<file path="src/hw/rtl/ars_pkg.sv">
// ----------------------------------------------------------------------------
// ars_pkg: shared types for the address region router and splitter
// Region table size, channel payloads, status codes, the cell link record
// and the region limit function.
// ----------------------------------------------------------------------------
package ars_pkg;

  localparam int MAX_REGIONS = 8;
  localparam int SLOT_W      = (MAX_REGIONS > 1) ? $clog2(MAX_REGIONS) : 1;
  localparam int OUT_SLOT_W  = 3;

  localparam logic [32:0] ADDR_TOP = 33'h1_0000_0000;

  typedef logic [SLOT_W-1:0] slot_t;

  localparam logic REQ_ADD    = 1'b0;
  localparam logic REQ_ACCESS = 1'b1;

  localparam logic KIND_CHUNK = 1'b0;
  localparam logic KIND_ACK   = 1'b1;

  typedef enum logic [1:0] {
    STATUS_OK       = 2'd0,
    STATUS_DUP      = 2'd1,
    STATUS_FULL     = 2'd2,
    STATUS_UNMAPPED = 2'd3
  } status_t;

  typedef enum logic [1:0] {
    ST_IDLE,
    ST_LOOK,
    ST_EMIT
  } state_t;

  typedef struct packed {
    logic        req_type;
    logic [31:0] region_key;
    logic [31:0] region_start;
    logic [31:0] region_bytes;
    logic [31:0] access_addr;
    logic [31:0] access_len;
    logic        is_write;
  } in_item_t;

  typedef struct packed {
    logic                  result_kind;
    logic [1:0]            status;
    logic [OUT_SLOT_W-1:0] slot;
    logic [31:0]           target_key;
    logic [31:0]           local_offset;
    logic [31:0]           chunk_len;
    logic                  write_flag;
    logic                  last;
  } out_item_t;

  typedef struct packed {
    logic [32:0] addr;
    logic [31:0] key;
  } probe_t;

  typedef struct packed {
    logic        en;
    slot_t       slot;
    logic [31:0] key;
    logic [31:0] base;
    logic [32:0] lim;
  } wr_t;

  typedef struct packed {
    logic        hit;
    slot_t       hit_slot;
    logic [31:0] hit_key;
    logic [31:0] hit_base;
    logic [32:0] hit_lim;
    logic        dup;
    slot_t       dup_slot;
    logic        free;
    slot_t       free_slot;
  } link_t;

  function automatic logic [32:0] region_limit(input logic [31:0] base,
                                               input logic [31:0] size);
    logic [32:0] sum;
    sum = {1'b0, base} + {1'b0, size};
    return (sum > ADDR_TOP) ? ADDR_TOP : sum;
  endfunction

endpackage

</file>
<file path="src/hw/rtl/ars_chan_if.sv">
// ----------------------------------------------------------------------------
// ars_chan_if: request and result channels
// Valid/ready channels that carry one request or one result per transfer.
// ----------------------------------------------------------------------------
interface ars_in_if import ars_pkg::*; ();
  logic     valid;
  logic     ready;
  in_item_t payload;

  modport source (output valid, output payload, input ready);
  modport sink (input valid, input payload, output ready);
endinterface

interface ars_out_if import ars_pkg::*; ();
  logic      valid;
  logic      ready;
  out_item_t payload;

  modport source (output valid, output payload, input ready);
  modport sink (input valid, input payload, output ready);
endinterface

</file>
<file path="src/hw/rtl/ars_cell.sv">
// ----------------------------------------------------------------------------
// ars_cell: one region table entry
// Holds one region and updates the lookup record that passes down the row:
// first covering region, first matching id and first free entry.
// ----------------------------------------------------------------------------
module ars_cell import ars_pkg::*; (
  input  logic   clk,
  input  logic   rst_n,
  input  slot_t  idx,
  input  probe_t probe,
  input  wr_t    wr,
  input  link_t  link_i,
  output link_t  link_o,
  output logic   valid_o
);

  logic        valid_r;
  logic [31:0] key_r;
  logic [31:0] base_r;
  logic [32:0] lim_r;
  logic        load;
  logic        covers;
  logic        key_match;

  assign load = wr.en && (wr.slot == idx);

  always_ff @(posedge clk) begin
    if (!rst_n) begin
      valid_r <= 1'b0;
    end else if (load) begin
      valid_r <= 1'b1;
    end
  end

  always_ff @(posedge clk) begin
    if (load) begin
      key_r  <= wr.key;
      base_r <= wr.base;
      lim_r  <= wr.lim;
    end
  end

  assign covers    = valid_r && (probe.addr >= {1'b0, base_r}) && (probe.addr < lim_r);
  assign key_match = valid_r && (key_r == probe.key);
  assign valid_o   = valid_r;

  always_comb begin
    link_o = link_i;
    if (!link_i.hit && covers) begin
      link_o.hit      = 1'b1;
      link_o.hit_slot = idx;
      link_o.hit_key  = key_r;
      link_o.hit_base = base_r;
      link_o.hit_lim  = lim_r;
    end
    if (!link_i.dup && key_match) begin
      link_o.dup      = 1'b1;
      link_o.dup_slot = idx;
    end
    if (!link_i.free && !valid_r) begin
      link_o.free      = 1'b1;
      link_o.free_slot = idx;
    end
  end

endmodule

</file>
<file path="src/hw/rtl/ars_table.sv">
// ----------------------------------------------------------------------------
// ars_table: row of region cells
// Chains the cells in slot order so that the lowest slot wins every search,
// and broadcasts the probe and the write port to all of them.
// ----------------------------------------------------------------------------
module ars_table import ars_pkg::*; (
  input  logic                   clk,
  input  logic                   rst_n,
  input  probe_t                 probe,
  input  wr_t                    wr,
  output link_t                  result,
  output logic [MAX_REGIONS-1:0] valid_vec
);

  link_t links [MAX_REGIONS+1];

  assign links[0] = '0;

  for (genvar i = 0; i < MAX_REGIONS; i++) begin : g_cell
    ars_cell u_cell (
      .clk     (clk),
      .rst_n   (rst_n),
      .idx     (slot_t'(i)),
      .probe   (probe),
      .wr      (wr),
      .link_i  (links[i]),
      .link_o  (links[i+1]),
      .valid_o (valid_vec[i])
    );
  end

  assign result = links[MAX_REGIONS];

endmodule

</file>
<file path="src/hw/rtl/address_region_router_splitter_top.sv">
// ----------------------------------------------------------------------------
// address_region_router_splitter_top: region table with access splitting
// Adds regions to an ordered table and splits accesses into chunks, one per
// covering region, clipped at region ends; an uncovered address ends the
// access with an error result.
//
//   channel   dir  handshake           payload
//   in_chan   in   valid/ready         in_item_t (add or access request)
//   out_chan  out  valid/ready         out_item_t (chunk or acknowledgement)
//
// An add passes through a transfer, a table search and a result step.
// An access passes through a transfer step, and each of its results through a
// search of the cell row, then a split; a zero length access gives no result.
// A stalled result holds the block in its result step; a new request is
// taken once the final result of the previous one sits in the output register.
// Reset clears the entry valid bits directly; there is no clearing pass.
// ----------------------------------------------------------------------------
module address_region_router_splitter_top import ars_pkg::*; (
  input  logic     clk,
  input  logic     rst_n,
  ars_in_if.sink   in_chan,
  ars_out_if.source out_chan
);

  state_t      state_r, state_nxt;
  logic        kind_r;
  logic [31:0] key_r;
  logic [31:0] base_r;
  logic [32:0] lim_r;
  logic [32:0] addr_r;
  logic [31:0] remain_r;
  logic        wr_r;
  link_t       link_r;
  out_item_t   out_r;
  logic        out_valid_r;

  logic                   in_fire;
  logic                   out_free;
  logic                   emit_fire;
  logic                   done;
  logic [32:0]            avail;
  logic                   fits;
  logic [31:0]            take;
  out_item_t              res;
  probe_t                 probe;
  wr_t                    wr;
  link_t                  lookup;
  logic [MAX_REGIONS-1:0] valid_vec;

  ars_table u_table (
    .clk       (clk),
    .rst_n     (rst_n),
    .probe     (probe),
    .wr        (wr),
    .result    (lookup),
    .valid_vec (valid_vec)
  );

  assign probe.addr = addr_r;
  assign probe.key  = key_r;

  assign in_chan.ready = (state_r == ST_IDLE);
  assign in_fire       = in_chan.valid && in_chan.ready;
  assign out_free      = !out_valid_r || out_chan.ready;

  assign avail = link_r.hit_lim - addr_r;
  assign fits  = ({1'b0, remain_r} <= avail);
  assign take  = fits ? remain_r : avail[31:0];

  always_comb begin
    res              = '0;
    res.result_kind  = kind_r;
    done             = 1'b1;
    if (kind_r == REQ_ADD) begin
      res.result_kind = KIND_ACK;
      res.target_key  = key_r;
      res.last        = 1'b1;
      if (link_r.dup) begin
        res.status = STATUS_DUP;
        res.slot   = OUT_SLOT_W'(link_r.dup_slot);
      end else if (!link_r.free) begin
        res.status = STATUS_FULL;
      end else begin
        res.status = STATUS_OK;
        res.slot   = OUT_SLOT_W'(link_r.free_slot);
      end
    end else begin
      res.result_kind = KIND_CHUNK;
      res.write_flag  = wr_r;
      if (!link_r.hit) begin
        res.status       = STATUS_UNMAPPED;
        res.local_offset = addr_r[31:0];
        res.chunk_len    = remain_r;
        res.last         = 1'b1;
      end else begin
        res.status       = STATUS_OK;
        res.slot         = OUT_SLOT_W'(link_r.hit_slot);
        res.target_key   = link_r.hit_key;
        res.local_offset = addr_r[31:0] - link_r.hit_base;
        res.chunk_len    = take;
        res.last         = fits;
        done             = fits;
      end
    end
  end

  always_comb begin
    state_nxt = state_r;
    emit_fire = 1'b0;
    case (state_r)
      ST_IDLE: begin
        if (in_fire && ((in_chan.payload.req_type == REQ_ADD) ||
                        (in_chan.payload.access_len != '0))) begin
          state_nxt = ST_LOOK;
        end
      end
      ST_LOOK: begin
        state_nxt = ST_EMIT;
      end
      ST_EMIT: begin
        if (out_free) begin
          emit_fire = 1'b1;
          state_nxt = done ? ST_IDLE : ST_LOOK;
        end
      end
      default: begin
        state_nxt = ST_IDLE;
      end
    endcase
  end

  assign wr.en   = emit_fire && (kind_r == REQ_ADD) && !link_r.dup && link_r.free;
  assign wr.slot = link_r.free_slot;
  assign wr.key  = key_r;
  assign wr.base = base_r;
  assign wr.lim  = lim_r;

  always_ff @(posedge clk) begin
    if (!rst_n) begin
      state_r <= ST_IDLE;
    end else begin
      state_r <= state_nxt;
    end
  end

  always_ff @(posedge clk) begin
    if (in_fire) begin
      kind_r   <= in_chan.payload.req_type;
      key_r    <= in_chan.payload.region_key;
      base_r   <= in_chan.payload.region_start;
      lim_r    <= region_limit(in_chan.payload.region_start, in_chan.payload.region_bytes);
      addr_r   <= {1'b0, in_chan.payload.access_addr};
      remain_r <= in_chan.payload.access_len;
      wr_r     <= in_chan.payload.is_write;
    end else if (emit_fire && (kind_r == REQ_ACCESS)) begin
      addr_r   <= addr_r + {1'b0, take};
      remain_r <= remain_r - take;
    end
  end

  always_ff @(posedge clk) begin
    if (state_r == ST_LOOK) begin
      link_r <= lookup;
    end
  end

  always_ff @(posedge clk) begin
    if (!rst_n) begin
      out_valid_r <= 1'b0;
    end else if (emit_fire) begin
      out_valid_r <= 1'b1;
    end else if (out_chan.ready) begin
      out_valid_r <= 1'b0;
    end
  end

  always_ff @(posedge clk) begin
    if (emit_fire) begin
      out_r <= res;
    end
  end

  assign out_chan.valid   = out_valid_r;
  assign out_chan.payload = out_r;

  // Entries fill from slot zero upward and are never dropped.
  a_valid_packed: assert property (@(posedge clk) disable iff (!rst_n)
    (valid_vec & (valid_vec + {{(MAX_REGIONS-1){1'b0}}, 1'b1})) == '0)
    else $error("region table valid bits are not packed from slot zero");

  a_valid_grows: assert property (@(posedge clk) disable iff (!rst_n)
    $countones(valid_vec) >= $past($countones(valid_vec)))
    else $error("region table lost an entry");

  a_chunk_nonzero: assert property (@(posedge clk) disable iff (!rst_n)
    (out_valid_r && (out_r.result_kind == KIND_CHUNK) && (out_r.status == STATUS_OK))
    |-> (out_r.chunk_len != '0))
    else $error("empty access chunk");

  a_top_unmapped: assert property (@(posedge clk) disable iff (!rst_n)
    ((state_r == ST_EMIT) && (kind_r == REQ_ACCESS) && addr_r[32]) |-> !link_r.hit)
    else $error("address past the end of the address space matched a region");

endmodule
</file>
<file path="src/flat_wrapper.sv">
// flat-port wrapper written by rule: the top's interface ports become plain ports
module address_region_router_splitter_top_flat import ars_pkg::*;
  (clk, rst_n, in_chan_valid, in_chan_payload, in_chan_ready, out_chan_valid, out_chan_payload, out_chan_ready);
  ars_in_if in_chan_i ();
  ars_out_if out_chan_i ();
  input  logic clk;
  input  logic rst_n;
  input wire logic [$bits(in_chan_i.valid)-1:0] in_chan_valid;
  input wire logic [$bits(in_chan_i.payload)-1:0] in_chan_payload;
  output wire logic [$bits(in_chan_i.ready)-1:0] in_chan_ready;
  output wire logic [$bits(out_chan_i.valid)-1:0] out_chan_valid;
  output wire logic [$bits(out_chan_i.payload)-1:0] out_chan_payload;
  input wire logic [$bits(out_chan_i.ready)-1:0] out_chan_ready;
  assign in_chan_i.valid = in_chan_valid;
  assign in_chan_i.payload = in_chan_payload;
  assign in_chan_ready = in_chan_i.ready;
  assign out_chan_valid = out_chan_i.valid;
  assign out_chan_payload = out_chan_i.payload;
  assign out_chan_i.ready = out_chan_ready;
  address_region_router_splitter_top u_core (.clk(clk), .rst_n(rst_n), .in_chan(in_chan_i), .out_chan(out_chan_i));
endmodule
</file>
<file path="config.mk">
export PLATFORM = sky130hd
export DESIGN_NAME = address_region_router_splitter_top_flat
export DESIGN_NICKNAME = d
export VERILOG_FILES = /design/src/hw/rtl/ars_pkg.sv /design/src/hw/rtl/ars_chan_if.sv /design/src/hw/rtl/ars_cell.sv /design/src/hw/rtl/ars_table.sv /design/src/hw/rtl/address_region_router_splitter_top.sv /design/src/flat_wrapper.sv
export SDC_FILE = /design/constraint.sdc
export NUM_CORES = 2
export LEC_CHECK = 0
export BUFFER_PORTS_ARGS = -buffer_cell sky130_fd_sc_hd__buf_2
export CAP_MARGIN = 20
export CORE_ASPECT_RATIO = 0.6
export CORE_UTILIZATION = 45
export DETAILED_ROUTE_END_ITERATION = 8
export SLEW_MARGIN = 20
export SYNTH_ARGS = -nofsm -noshare
export SYNTH_HDL_FRONTEND = slang
export SYNTH_HIERARCHICAL = 1
export SYNTH_SLANG_ARGS = --single-unit
</file>
<file path="constraint.sdc">
create_clock -name clk -period 26.5 [get_ports clk]
set_input_delay 7.95 -clock clk [delete_from_list [all_inputs] [get_ports clk]]
set_output_delay 7.95 -clock clk [all_outputs]
set_load 0.05 [all_outputs]
</file>
==> impl_metrics.yaml <==
outcome:
  status: "finished, final reports clean"
floorplan:
  design.core.area_um2: 170000
  dieWidth_um: 538
  floorplan_die_height_um: 324
  initial_core_util: 0.455
  die-area_um2: 174000
  placement_rows: 117
  io-pin-count: 272
route:
  drtPass1Iterations: 5
  drt_first_iter_violations: 5466
  vias: 52400
  drc: 0
  wl_per_cell_um: 25.3
  avgViaCountPerCell: 5.71
  wl_um: 232000
  number_of_nets_with_antenna_violations_after_detailed_routing: 0
placed_design:
  place.port_buffers: 271
  gp_congestion: 0.934
  post-place-ws_ns: 12.61
  half_perimeter_wire_length_after_detailed_placement_um: 175000
cells_and_area:
  finish.net_count: 7648
  layout_common_cells: "1152 x edfxtp_1, 800 x mux2_4, 683 x inv_1"
  filler_cell_count: 14900
  synthesis_to_finish_area_growth_pct: 10.7
  layout-drive-gt1-share: 0.224
  layout_commonest_cell: "edfxtp_1"
sta:
  fin_crit_ns: 13.10
  tightest_slew_ns: 1.09
  final.setup.tns_ns: 0
  maxSlewViolCount: 0
  hold_viol_final: 0
  timing.final.crit_share: 0.494
  rsz_0062_raised_after_global_routing: "false"
  report.final.setup_viol: 0
  final_setup_slack_of_the_worst_path_ns: 13.40
  slew_headroom: 0.258
  clock_skew_ns: 0.0598
  timing.fmax_mhz: 76.3
logic_synthesis:
  synthXorXnorAreaFrac: 0.0450
  synth-edff-count: 1152
  synth_fa_ha_area_frac: 0.113
  syn-cell-area_um2: 77500
  synth_simple_gate_area_share: 0.0790
  synthesis.yosys.warnings: 6
  complex_gate_fraction_of_the_synthesized_area: 0.0886
  post_synth_inst_count: 6237
  syn_avg_cell_area_um2: 12.4
  yosys.cell_types.count: 106
  synth_top_family_by_area: "multiplexers"
  post_synth_mux_area_share: 0.166
  synth.yosys.seq_area_share: 0.449
  postSynth.topFlopCell: "edfxtp_1"
  post_synth_main_area_contributors: "edfxtp_1 45%, mux2_4 15%, ha_1 11%"
  synth-seq-cells: 1164
  cell_type_with_the_largest_total_area_after_synthesis: "edfxtp_1"
  async_flop_share: 0
  yosys_top_cell_area_share: 0.446
cts:
  numClockSinks: 1164
  postCtsSetupRepairBufs: 0
  worst_skew_pair_later_pin_latency_ns: 0.76
  clk_pin_slew_worst_paths_ns: 0.06
  hold_fix_buffer_count_after_cts: 0
  tritoncts: "done"
  clk_path_buf_depth: 3
  post_cts_resize_count: 0
  cts.root.buffer_cell: "clkbuf_16"
  cts_inserted_buffers: 119
  ctsHtreeMaxLevel: 3
critical_path:
  r2r_cells: 40
  timing.critical_path.arrival_ns: 13.67
  path_class: "primary input to flop"
  worstSetupEndpointType: "flop"
  critPathRequiredTime_ns: 27.07
  crit_path_start_kind: "primary input"
  critical_path_peak_fanout: 32
grt:
  grt_start_max_net_pins: 88
  total_global_route_track_usage: 0.260
  first_global_vias: 49000
  globalRoute.totalOverflow: 0
  number_of_antenna_violations_at_the_first_check_in_global_routing: 21
  grt_pass1_wl_um: 331000
hold_path:
  hold_path_cell_cnt: 1
  hold_class: "flop to flop"
pwr:
  irDropWorstVdd_mv: 0.0899
  leakagePower_uw: 0.0356
  power-per-cell-area_nw_per_um2: 101
flow_run:
  maxCapViolCount: 0
==> cell usage after synthesis (all sizes together) (12+ instances only) <==
cell / n
edfxtp: 1152
nor3b: 18
nand3: 109
buf: 106
mux2i: 25
and2: 18
xnor2: 245
nor2b: 37
o21ai: 207
or3: 14
xor2: 149
ha: 675
and4: 24
a21o: 87
nand2b: 47
nor4: 62
a31oi: 26
o21bai: 19
nand2: 303
a21boi: 15
a221o: 12
mux2: 853
or2: 25
and3: 32
a2111oi: 16
inv: 686
a221oi: 17
o211ai: 30
o31ai: 21
a211oi: 59
a211o: 12
a22o: 33
a21oi: 343
nor3: 78
o21a: 47
nor2: 291
maj3: 23
o31a: 12
dfxtp: 12
clkbuf: 54
nand4: 128
==> kinds of logic (layout without fill, tap and decap cells) <==
logic type	Yosys count	count (layout)
buffers and inverters	846	1311
AND/OR/NAND/NOR	1213	1213
XOR/XNOR	395	395
flip-flops	1164	1164
adder cells (fa/ha/maj)	701	701
multiplexers	878	878
AO/OA/AOI/OAI	1038	1038
other	2	216
==> routing by layer <==
layer,vias up,share of wire,global-route usage,wire [um]
met5,-,0,0,0
met3,239,0.093,0.0497,21600
met2,2077,0.38,0.342,87700
met4,0,0.019,0.0564,4490
li1,24000,-,-,-
met1,26000,0.51,0.426,118000
==> worst paths after layout <==
path	start	endpoint	slack, ns
min	u_core/link_r[83]	u_core/out_chan.payload[76]	0.53
max reg2reg	u_core/addr_r[5]	u_core/addr_r[30]	15.98
max	in_chan_payload[65]	u_core/lim_r[10]	13.40
min reg2reg	u_core/link_r[83]	u_core/out_chan.payload[76]	0.53
==> cell type report <==
class,instances,area [um2],share of cell area
clock inverter,80,1000,0.0116
clock buffer,145,3160,0.0368
multi-input combinational,4433,39000,0.455
inverter,686,2580,0.0301
timing repair buffer,400,2370,0.0276
antenna,8,20.0,0.000233
sequential,1164,34800,0.406
tap,2261,2830,0.0330
==> critical path, cell delays in order <==
cell and delay, ns:
buf_2 0.10, ha_1 0.22, fa_1 0.41, a21o_1 0.18, a21oi_1 0.27, o21bai_1 0.10, a21oi_1 0.22, o21bai_1 0.15
a21oi_1 0.26, o21bai_1 0.27, o21ba_2 0.31, o221ai_1 0.24, a311oi_1 0.15, buf_4 0.19, o21a_1 0.18, o21ai_0 0.31
a21oi_1 0.16, a41o_1 0.33, o221a_2 0.27, o21ai_0 0.25, nand2b_2 0.63, a211oi_1 0.48
==> state kept, by name, summed over array words and instances, names as in the netlist, 2 cells and up <==
| register | flops |
|---|---|
| u_core/addr_r | 33 |
| u_core/base_r | 32 |
| u_core/key_r | 32 |
| u_core/lim_r | 33 |
| u_core/link_r | 109 |
| u_core/out_chan.payload | 104 |
| u_core/remain_r | 32 |
| u_core/state_r | 2 |
| u_core/u_table/g_cell.u_cell/base_r | 256 |
| u_core/u_table/g_cell.u_cell/key_r | 256 |
| u_core/u_table/g_cell.u_cell/lim_r | 264 |
| u_core/u_table/g_cell.u_cell/valid_o | 8 |
==> stage by stage <==
stage	utilization	instance area (um2)	hold WS [ns]	instances	total power (uW)
floorplan	-	78300	0.447	6443	5400
global placement	0.479	81600	0.491	8943	6610
detailed placement	0.479	81600	0.514	8943	6710
CTS	0.503	85800	0.538	9168	8570
global route	0.504	85800	0.553	9173	9130
finish	0.504	85800	0.533	9177	8630
==> power by group <==
group,switching (uW),leakage (uW),internal [uW]
sequential,133,0.0106,2220
combinational,2780,0.0229,1660
clock,776,0.00200,1050
total,3690,0.0356,4940
No activity file was read; power rests on OpenSTA's default activity.
